$ cat config.mk
export PLATFORM = sky130hd
export DESIGN_NAME = tap_event_qualifier_core
export DESIGN_NICKNAME = d
export VERILOG_FILES = /design/src/rtl/teq_pkg.sv /design/src/rtl/tap_event_qualifier_core.sv
export SDC_FILE = /design/constraint.sdc
export NUM_CORES = 1
export LEC_CHECK = 0
export BUFFER_PORTS_ARGS = -buffer_cell sky130_fd_sc_hd__buf_4
export CAP_MARGIN = 10
export CORE_MARGIN = 2
export CORE_UTILIZATION = 40
export DETAILED_ROUTE_END_ITERATION = 10
export GPL_TIMING_DRIVEN = 0
export PLACE_DENSITY = 0.7
export RECOVER_POWER = 100
export SLEW_MARGIN = 20
export SYNTH_ARGS = -nofsm -noshare
export SYNTH_HDL_FRONTEND = slang
export SYNTH_SLANG_ARGS = --single-unit
$ cat constraint.sdc
create_clock -name i_clk -period 4.1 [get_ports i_clk]
set_input_delay 0.205 -clock i_clk [delete_from_list [all_inputs] [get_ports i_clk]]
set_output_delay 0.205 -clock i_clk [all_outputs]
set_load 0.01 [all_outputs]
$ cat src/rtl/teq_pkg.sv
// Package: shared types, codes and constants of the tap event qualifier.
package teq_pkg;

    // Window length in samples and the width of the sample counter.
    localparam int WINDOW_SAMPLES = 32;
    localparam int CNT_W          = $clog2(WINDOW_SAMPLES + 1);

    // Field widths.
    localparam int SUM_W   = 13;
    localparam int DELAY_W = 8;
    localparam int BYTE_W  = 8;
    localparam int IDX_W   = 2;
    localparam int CFG_W   = 13;
    localparam int S_TDATA_W = 40;
    localparam int M_TDATA_W = 48;

    // Saturation limit of a window sum.
    localparam logic [SUM_W-1:0] SUM_SAT = {SUM_W{1'b1}};

    // Interrupt source bits.
    localparam int SRC_PULSE_BIT       = 3;
    localparam int SRC_ORIENTATION_BIT = 4;
    localparam int SRC_TRANSIENT_BIT   = 5;

    // Pulse flag patterns for recognised taps.
    localparam logic [BYTE_W-1:0] PULSE_DOUBLE = 8'hCC;
    localparam logic [BYTE_W-1:0] PULSE_SINGLE = 8'hC4;

    // Fixed cross-axis limits.
    localparam logic [SUM_W-1:0] Z_CROSS_LIMIT  = 13'd110;
    localparam logic [SUM_W-1:0] XY_CROSS_LIMIT = 13'd70;

    // Configuration reset values.
    localparam logic [SUM_W-1:0]   Z_SUM_MAX_RST    = 13'd120;
    localparam logic [SUM_W-1:0]   Z_SUM_MIN_RST    = 13'd60;
    localparam logic [DELAY_W-1:0] REPORT_DELAY_RST = 8'd40;

    typedef enum logic [1:0] {
        OP_INTERRUPT = 2'd0,
        OP_SAMPLE    = 2'd1,
        OP_TICK      = 2'd2,
        OP_UNUSED    = 2'd3
    } t_opcode;

    typedef enum logic [2:0] {
        EV_NONE         = 3'd0,
        EV_SINGLE       = 3'd1,
        EV_DOUBLE       = 3'd2,
        EV_SUPPRESSED   = 3'd3,
        EV_UNRECOGNISED = 3'd4
    } t_tap_event;

    typedef enum logic [IDX_W-1:0] {
        CFG_Z_SUM_MAX    = 2'd0,
        CFG_Z_SUM_MIN    = 2'd1,
        CFG_REPORT_DELAY = 2'd2,
        CFG_NONE         = 2'd3
    } t_cfg_index;

endpackage

$ cat src/rtl/tap_event_qualifier_core.sv
// Top level: tap event qualifier with input register, single-pass logic and result register.
//
//  Channel   Direction  Payload
//  s_axis    in         tuser opcode, tdata int_source..accel_z, tlast last_sample
//  m_axis    out        tuser window_checked, tdata tap_event..total_z
//  i_cfg_*   in         register index and write data, one write per cycle
//
// One item per cycle is sustained while the result side does not stall; a transfer in
// passes through the input register and then the result register.
// The state update and the window sums are done in the logic between them.
// Reset is synchronous; it clears the valid bits and the state and loads the configuration reset values.
// A stalled result holds the output register; the input register still takes
// a transfer while it is empty, then the input side stalls too.
module tap_event_qualifier_core
    import teq_pkg::*;
(
    input  logic                  i_clk,
    input  logic                  i_rst_n,
    // Configuration write port
    input  logic                  i_cfg_we,
    input  logic [IDX_W-1:0]      i_cfg_index,
    input  logic [CFG_W-1:0]      i_cfg_data,
    // Input stream
    input  logic                  s_axis_tvalid,
    output logic                  s_axis_tready,
    // tdata: int_source[7:0], event_source[15:8], accel_x[23:16],
    //        accel_y[31:24], accel_z[39:32]
    input  logic [S_TDATA_W-1:0]  s_axis_tdata,
    // tuser: opcode[1:0]
    input  logic [1:0]            s_axis_tuser,
    input  logic                  s_axis_tlast,
    // Result stream
    output logic                  m_axis_tvalid,
    input  logic                  m_axis_tready,
    // tdata: tap_event[2:0], window_discarded[3], total_x[16:4],
    //        total_y[29:17], total_z[42:30], zero[47:43]
    output logic [M_TDATA_W-1:0]  m_axis_tdata,
    // tuser: window_checked[0]
    output logic                  m_axis_tuser
);

    // Configuration registers
    logic [SUM_W-1:0]   r_z_sum_max;
    logic [SUM_W-1:0]   r_z_sum_min;
    logic [DELAY_W-1:0] r_report_delay;

    // Input register
    logic               r_in_valid;
    t_opcode            r_opcode;
    logic [BYTE_W-1:0]  r_int_source;
    logic [BYTE_W-1:0]  r_event_source;
    logic [BYTE_W-1:0]  r_accel_x;
    logic [BYTE_W-1:0]  r_accel_y;
    logic [BYTE_W-1:0]  r_accel_z;
    logic               r_last_sample;

    // Qualifier state
    logic [BYTE_W-1:0]  r_pulse_flags,      n_pulse_flags;
    logic               r_transient_seen,   n_transient_seen;
    logic               r_orientation_seen, n_orientation_seen;
    logic               r_window_rejected,  n_window_rejected;
    logic [SUM_W-1:0]   r_acc_x,            n_acc_x;
    logic [SUM_W-1:0]   r_acc_y,            n_acc_y;
    logic [SUM_W-1:0]   r_acc_z,            n_acc_z;
    logic [DELAY_W-1:0] r_countdown,        n_countdown;
    logic               r_timer_armed,      n_timer_armed;
    logic [CNT_W-1:0]   r_sample_count,     n_sample_count;

    // Result register
    logic               r_out_valid;
    t_tap_event         r_tap_event,        n_tap_event;
    logic               r_window_checked,   n_window_checked;
    logic               r_window_discarded, n_window_discarded;
    logic [SUM_W-1:0]   r_total_x,          n_total_x;
    logic [SUM_W-1:0]   r_total_y,          n_total_y;
    logic [SUM_W-1:0]   r_total_z,          n_total_z;

    logic               out_load;
    logic               in_take;
    logic [SUM_W-1:0]   sum_x, sum_y, sum_z;
    logic [CNT_W-1:0]   count_inc;
    logic               window_close;
    logic               bad_window;
    logic               expire;

    // Handshake: the result register loads a held input item when it is empty or being drained
    assign out_load      = r_in_valid && (!r_out_valid || m_axis_tready);
    assign s_axis_tready = !r_in_valid || out_load;
    assign in_take       = s_axis_tvalid && s_axis_tready;

    // Absolute value of an 8-bit two's complement sample, 128 for -128.
    function automatic logic [BYTE_W-1:0] abs8(input logic [BYTE_W-1:0] v);
        abs8 = v[BYTE_W-1] ? (~v + 1'b1) : v;
    endfunction

    // Saturating accumulate of one axis.
    function automatic logic [SUM_W-1:0] sat_add(input logic [SUM_W-1:0] a,
                                                 input logic [BYTE_W-1:0] b);
        logic [SUM_W:0] s;
        s = {1'b0, a} + {{(SUM_W+1-BYTE_W){1'b0}}, b};
        sat_add = s[SUM_W] ? SUM_SAT : s[SUM_W-1:0];
    endfunction

    // Window sums, close condition and rule check
    always_comb begin
        sum_x        = sat_add(r_acc_x, abs8(r_accel_x));
        sum_y        = sat_add(r_acc_y, abs8(r_accel_y));
        sum_z        = sat_add(r_acc_z, abs8(r_accel_z));
        count_inc    = r_sample_count + 1'b1;
        window_close = r_last_sample || (count_inc >= CNT_W'(WINDOW_SAMPLES));
        bad_window   = (sum_x > sum_z) || (sum_y > sum_z) ||
                       (sum_z > r_z_sum_max) || (sum_z < r_z_sum_min) ||
                       ((sum_z > Z_CROSS_LIMIT) &&
                        ((sum_x > XY_CROSS_LIMIT) || (sum_y > XY_CROSS_LIMIT)));
        expire       = r_timer_armed && (r_countdown <= DELAY_W'(1));
    end

    // Next state and result for the item in the input register
    always_comb begin
        n_pulse_flags      = r_pulse_flags;
        n_transient_seen   = r_transient_seen;
        n_orientation_seen = r_orientation_seen;
        n_window_rejected  = r_window_rejected;
        n_acc_x            = r_acc_x;
        n_acc_y            = r_acc_y;
        n_acc_z            = r_acc_z;
        n_countdown        = r_countdown;
        n_timer_armed      = r_timer_armed;
        n_sample_count     = r_sample_count;
        n_tap_event        = EV_NONE;
        n_window_checked   = 1'b0;
        n_window_discarded = 1'b0;
        n_total_x          = '0;
        n_total_y          = '0;
        n_total_z          = '0;
        case (r_opcode)
            OP_INTERRUPT: begin
                // Only the highest-priority source is handled; each one rearms
                if (r_int_source[SRC_PULSE_BIT]) begin
                    n_pulse_flags = r_pulse_flags | r_event_source;
                    n_countdown   = r_report_delay;
                    n_timer_armed = 1'b1;
                end else if (r_int_source[SRC_TRANSIENT_BIT]) begin
                    n_transient_seen = 1'b1;
                    n_countdown      = r_report_delay;
                    n_timer_armed    = 1'b1;
                end else if (r_int_source[SRC_ORIENTATION_BIT]) begin
                    n_orientation_seen = 1'b1;
                    n_countdown        = r_report_delay;
                    n_timer_armed      = 1'b1;
                end
            end
            OP_SAMPLE: begin
                if (window_close) begin
                    n_window_rejected  = r_window_rejected || bad_window;
                    n_window_checked   = 1'b1;
                    n_window_discarded = bad_window;
                    n_total_x          = sum_x;
                    n_total_y          = sum_y;
                    n_total_z          = sum_z;
                    n_acc_x            = '0;
                    n_acc_y            = '0;
                    n_acc_z            = '0;
                    n_sample_count     = '0;
                end else begin
                    n_acc_x        = sum_x;
                    n_acc_y        = sum_y;
                    n_acc_z        = sum_z;
                    n_sample_count = count_inc;
                end
            end
            OP_TICK: begin
                if (expire) begin
                    if (r_transient_seen || r_orientation_seen || r_window_rejected) begin
                        n_tap_event = EV_SUPPRESSED;
                    end else if (r_pulse_flags == PULSE_DOUBLE) begin
                        n_tap_event = EV_DOUBLE;
                    end else if (r_pulse_flags == PULSE_SINGLE) begin
                        n_tap_event = EV_SINGLE;
                    end else begin
                        n_tap_event = EV_UNRECOGNISED;
                    end
                    n_pulse_flags      = '0;
                    n_transient_seen   = 1'b0;
                    n_orientation_seen = 1'b0;
                    n_window_rejected  = 1'b0;
                    n_timer_armed      = 1'b0;
                    n_countdown        = '0;
                end else if (r_timer_armed) begin
                    n_countdown = r_countdown - 1'b1;
                end
            end
            default: begin
            end
        endcase
    end

    // Configuration registers
    always_ff @(posedge i_clk) begin
        if (!i_rst_n) begin
            r_z_sum_max    <= Z_SUM_MAX_RST;
            r_z_sum_min    <= Z_SUM_MIN_RST;
            r_report_delay <= REPORT_DELAY_RST;
        end else if (i_cfg_we) begin
            case (t_cfg_index'(i_cfg_index))
                CFG_Z_SUM_MAX:    r_z_sum_max    <= i_cfg_data[SUM_W-1:0];
                CFG_Z_SUM_MIN:    r_z_sum_min    <= i_cfg_data[SUM_W-1:0];
                CFG_REPORT_DELAY: r_report_delay <= i_cfg_data[DELAY_W-1:0];
                default: begin
                end
            endcase
        end
    end

    // Input register
    always_ff @(posedge i_clk) begin
        if (!i_rst_n) begin
            r_in_valid <= 1'b0;
        end else if (in_take) begin
            r_in_valid <= 1'b1;
        end else if (out_load) begin
            r_in_valid <= 1'b0;
        end
    end

    always_ff @(posedge i_clk) begin
        if (in_take) begin
            r_opcode       <= t_opcode'(s_axis_tuser);
            r_int_source   <= s_axis_tdata[7:0];
            r_event_source <= s_axis_tdata[15:8];
            r_accel_x      <= s_axis_tdata[23:16];
            r_accel_y      <= s_axis_tdata[31:24];
            r_accel_z      <= s_axis_tdata[39:32];
            r_last_sample  <= s_axis_tlast;
        end
    end

    // Qualifier state, updated as each item passes into the result register
    always_ff @(posedge i_clk) begin
        if (!i_rst_n) begin
            r_pulse_flags      <= '0;
            r_transient_seen   <= 1'b0;
            r_orientation_seen <= 1'b0;
            r_window_rejected  <= 1'b0;
            r_acc_x            <= '0;
            r_acc_y            <= '0;
            r_acc_z            <= '0;
            r_countdown        <= '0;
            r_timer_armed      <= 1'b0;
            r_sample_count     <= '0;
        end else if (out_load) begin
            r_pulse_flags      <= n_pulse_flags;
            r_transient_seen   <= n_transient_seen;
            r_orientation_seen <= n_orientation_seen;
            r_window_rejected  <= n_window_rejected;
            r_acc_x            <= n_acc_x;
            r_acc_y            <= n_acc_y;
            r_acc_z            <= n_acc_z;
            r_countdown        <= n_countdown;
            r_timer_armed      <= n_timer_armed;
            r_sample_count     <= n_sample_count;
        end
    end

    // Result register
    always_ff @(posedge i_clk) begin
        if (!i_rst_n) begin
            r_out_valid <= 1'b0;
        end else if (out_load) begin
            r_out_valid <= 1'b1;
        end else if (m_axis_tready) begin
            r_out_valid <= 1'b0;
        end
    end

    always_ff @(posedge i_clk) begin
        if (out_load) begin
            r_tap_event        <= n_tap_event;
            r_window_checked   <= n_window_checked;
            r_window_discarded <= n_window_discarded;
            r_total_x          <= n_total_x;
            r_total_y          <= n_total_y;
            r_total_z          <= n_total_z;
        end
    end

    assign m_axis_tvalid = r_out_valid;
    assign m_axis_tuser  = r_window_checked;
    assign m_axis_tdata  = {{(M_TDATA_W - 3 - 1 - 3*SUM_W){1'b0}},
                            r_total_z, r_total_y, r_total_x,
                            r_window_discarded, r_tap_event};

    // A result that closes no window carries no verdict and no totals.
    a_unchecked_zero: assert property (@(posedge i_clk) disable iff (!i_rst_n)
        (r_out_valid && !r_window_checked) |->
            (!r_window_discarded && r_total_x == '0 && r_total_y == '0 && r_total_z == '0))
        else $error("window fields set on a result that closed no window");

    // A tap decision and a window close never come from the same item.
    a_event_excl: assert property (@(posedge i_clk) disable iff (!i_rst_n)
        (r_out_valid && r_tap_event != EV_NONE) |-> !r_window_checked)
        else $error("tap decision and window close on one result");

    // The countdown is zero whenever the timer is not armed.
    a_idle_countdown: assert property (@(posedge i_clk) disable iff (!i_rst_n)
        !r_timer_armed |-> (r_countdown == '0))
        else $error("countdown running while timer not armed");

    // After a decision every flag is clear and the timer is disarmed.
    a_expiry_clears: assert property (@(posedge i_clk) disable iff (!i_rst_n)
        (out_load && n_tap_event != EV_NONE) |=>
            (r_pulse_flags == '0 && !r_transient_seen && !r_orientation_seen &&
             !r_window_rejected && !r_timer_armed))
        else $error("flags not cleared after a tap decision");

endmodule

==> metrics.md <==
| Metric | Value |
|---|---|
| Violated checks | capacitance limit, slew limit, setup timing |
| Critical path launch point type | flop |
| Peak VDD IR | 0.000247 V |
| Reg2reg path depth | 20 |
| Area grow syn2layout | 30.4% |
| Root Buffer | clkbuf_16 |
| Clk Latency, worst-skew pair | roughly 0.44 ns |
| Pwr dens | 319 nW/um^2 |
| Hold Path End | r_report_delay[5]$_SDFFE_PN1P_ |
| GPL Wtd Cong | ~0.92 |
| Routed vias | 9395 |
| Worst hold start | i_cfg_data[5] |
| Final ANT Viol Nets | 0 |
| Critical Path RT | 4.27 ns |
| Commonest cells after routing, fill and taps aside | 125 x nand2_1, 101 x dfxtp_1, 95 x buf_4 |
| DIE AREA | 27700 um^2 |
| First DRT Iteration DRCs | 656 |
| Fraction of layout cells with a size suffix above 1 | 0.216 |
| Setup slack after placement | -1.06 ns |
| Ys async rst share | 0 |
| Final nets | 1531 |
| Final Power | between 4 and 5 mW |
| Die height | 166 um |
| Vias in the first global route | about 9200 |
| Crit path max-delay cell type | edfxtp_1 |
| Commonest non-fill, non-tap cell in the layout | nand2_1 |
| Router iterations before antenna repair | 7 |
| Status | finished with violations |
| Largest net degree at the start of global routing | 36 |
| R2R Path End | r_window_discarded$_SDFFCE_PN0P_ |
| # placed instances | 1586 |
| Crit-path max cell delay | 0.43 ns |
| Initial Utilization | 0.406 |
| Yosys Warn Count | 0 |
| Setup crit end kind | flop |
| Max Cap Viol | 2 |
| Initial antenna violation count | 0 |
| Leak Pwr | between 5 and 6 nW |
| Hpwl dp | 20.2 mm |
| Seq/Total Area, Yosys | 0.425 |
| Core Box Area | 26000 um^2 |
| Synth Flop Type | dfxtp_1 |
| Synth Cell Area | 10600 um^2 |
| Post-synth EDFFs | between 80 and 90 |
| Clock Tree Buf Depth | 2 |
| Final setup margin | -0.336 ns |
| Slew @ Worst Pin | 1.88 ns |
| Fillers | 2313 |
| RSZ-0062 raised after global routing | yes |
| Final Non-Filler Cells | 1731 |
| R2R setup slack | -0.34 ns |
| Buffers on Ports | approximately 100 |
| Clk_skew | ~0.013 ns |
| Avg WL per Cell | 17.0 um |
| Slew HR | -0.257 |
| Crit path cell chain | buf_4 > nor2_1 > a21boi_1 > xor2_1 > ha_2 > and3_1 > a221oi_4 > buf_4 > xnor2_1 > nor2_4 > buf_4 > ha_1 > a21oi_1 > nor2_1 > a2111oi_4 > o31ai_2 > a32o_1 > a211o_1 > nand2_1 > o21ai_2 |
| Placement Cell Area | 11800 um^2 |
| Design area | 13800 um^2 |
| # IOs | about 110 |
| Avg Cell Area, Syn | 9.25 um^2 |
| Most frequent cell on the critical path | buf_4 |
| Slew Limit Fails | 64 |
| Final cycle utilization of the critical path | 1.08 |
| Achievable Freq | 225 MHz |
| Diodes inserted | 0 |
| Yosys cell types | 84 |
| Crit path kind | flop to flop |
| Sink Count | 183 |
| GRT overflow | 0 |
| Hold depth | 3 |
| Gr usage total | 0.208 |
| Synth Register Bits | 183 |
| Hold WC Path Type | input pin to flop |
| Mapped Cells | 1142 |
| CTS Buf Count | 17 |
| Reg clk slew, reported paths | 0.07 ns |
| Row count | between 50 and 60 |
| Worst-path fanout max | 3 |
| Post-layout min period | 4.44 ns |
| Final hold violation count | 0 |
| H-tree depth | 4 |
| Setup violations, final | 2 |
| CTS tree | yes |
| Vias per cell | 5.43 |
| Post-Route WL | 29.5 mm |
| First-pass GRT wire length | around 46 mm |
| WP data arrival | approximately 4.6 ns |
| Die span in x | 166 um |
| RR Startpoint | r_accel_z[1]$_DFFE_PP_ |
| DRC Markers | 0 |
==> area by class of cell <==
type / count / area (um^2) / share of cell area
buffer: 54 / 279 / 0.0203
clock buffer: 19 / 443 / 0.0322
clock inverter: 13 / 125 / 0.00909
inverter: 77 / 294 / 0.0213
multi-input combinational: 832 / 6130 / 0.445
sequential: 183 / 4480 / 0.326
tap: 335 / 419 / 0.0304
timing repair buffer: 218 / 1590 / 0.116
==> per-layer routing <==
layer,wire length [um],vias up,global-route usage,share of wire
met4,968,0,0.0941,0.033
met2,14300,378,0.354,0.48
met5,0,-,0,0
met3,2130,69,0.0364,0.072
li1,-,4540,-,-
met1,12100,4408,0.259,0.41
==> worst max-delay path: cells and delay by family (launching register included) <==
family	cells	cell delay [ns]
AOI/OAI and AO/OA	8	1.56
adders and majority gates	2	0.61
and+or+nand+nor	5	0.59
buffers and inverters	3	0.49
xor gates and xnor gates	2	0.46
DFF	1	0.43
==> what timing repair did <==
action                                  in CTS  in global routing
endpoints found under the setup margin       2                  2
hold buffers                                38                  0
gates resized for setup                     97                 41
endpoints found under the hold margin       38                  0
gates cloned                                 1                  0
pin swaps                                   50                 28
setup buffers                               59                 15
==> flip-flops by register name, indices dropped and copies added, names as in the netlist, 2 cells and up <==
| register | cells |
|---|---|
| r_acc_x | 13 |
| r_acc_y | 13 |
| r_acc_z | 13 |
| r_accel_x | 8 |
| r_accel_y | 8 |
| r_accel_z | 8 |
| r_countdown | 8 |
| r_event_source | 8 |
| r_int_source | 3 |
| r_opcode | 2 |
| r_pulse_flags | 8 |
| r_report_delay | 8 |
| r_sample_count | 6 |
| r_tap_event | 3 |
| r_total_x | 13 |
| r_total_y | 13 |
| r_total_z | 13 |
| r_z_sum_max | 13 |
| r_z_sum_min | 13 |
==> worst max path at each step <==
stage | startpoint | end | cells past startpoint
floorplan | r_accel_z[3]$_DFFE_PP_ | r_window_discarded$_SDFFCE_PN0P_ | 19
global route | r_accel_z[3]$_DFFE_PP_ | r_window_discarded$_SDFFCE_PN0P_ | 22
CTS | r_accel_y[0]$_DFFE_PP_ | r_window_discarded$_SDFFCE_PN0P_ | 19
finish | r_accel_z[1]$_DFFE_PP_ | r_window_discarded$_SDFFCE_PN0P_ | 20
detailed placement | r_accel_z[3]$_DFFE_PP_ | r_window_discarded$_SDFFCE_PN0P_ | 19
global placement | r_accel_z[0]$_DFFE_PP_ | r_window_discarded$_SDFFCE_PN0P_ | 20
==> cells by family (layout without fill, tap and decap cells) <==
| family | after synthesis | in the layout | share of synthesized area |
|---|---|---|---|
| other cells | 1 | 5 | 0.000355 |
| buf+inv | 131 | 381 | 0.0523 |
| compound gates | 277 | 277 | 0.179 |
| flops | 183 | 183 | 0.425 |
| fa+ha+maj | 85 | 85 | 0.103 |
| simple gates | 413 | 413 | 0.196 |
| xor+xnor | 39 | 39 | 0.0324 |
| mux | 13 | 13 | 0.0126 |
==> cells in the mapped netlist, types with 11 or more instances <==
cell | number | area share
nand2_1 | 131 | 0.047
dfxtp_1 | 101 | 0.19
nor2_1 | 85 | 0.030
edfxtp_1 | 82 | 0.23
ha_1 | 82 | 0.097
inv_1 | 75 | 0.027
a21oi_1 | 61 | 0.029
o21ai_0 | 53 | 0.025
nor2b_1 | 35 | 0.021
and2_1 | 34 | 0.020
clkbuf_1 | 34 | 0.012
xnor2_1 | 30 | 0.025
a22oi_1 | 24 | 0.017
a21boi_0 | 21 | 0.015
nand3_1 | 19 | 0.0090
nand4_1 | 18 | 0.011
nand2b_1 | 17 | 0.010
o211ai_1 | 17 | 0.012
nor3_1 | 16 | 0.0076
a21o_1 | 12 | 0.0085
mux2i_1 | 11 | 0.010
==> report_power, final <==
part           total (mW)  leakage (nW)  switching, mW  internal [mW]
clock network        1.59         0.269          0.732          0.860
logic               0.786          3.67          0.434          0.352
registers            2.01          1.60         0.0377           1.97
==> metrics by stage <==
step | util | setup TNS (ns) | hold WS (ns)
floorplan | - | 0 | 0.304
global placement | 0.454 | -1.76 | 0.384
detailed placement | 0.455 | -2.02 | 0.384
CTS | 0.526 | -0.552 | 0.00869
global route | 0.530 | -0.966 | 0.0290
finish | 0.530 | -0.605 | 0.0125
(Power assumes the default switching activity.)
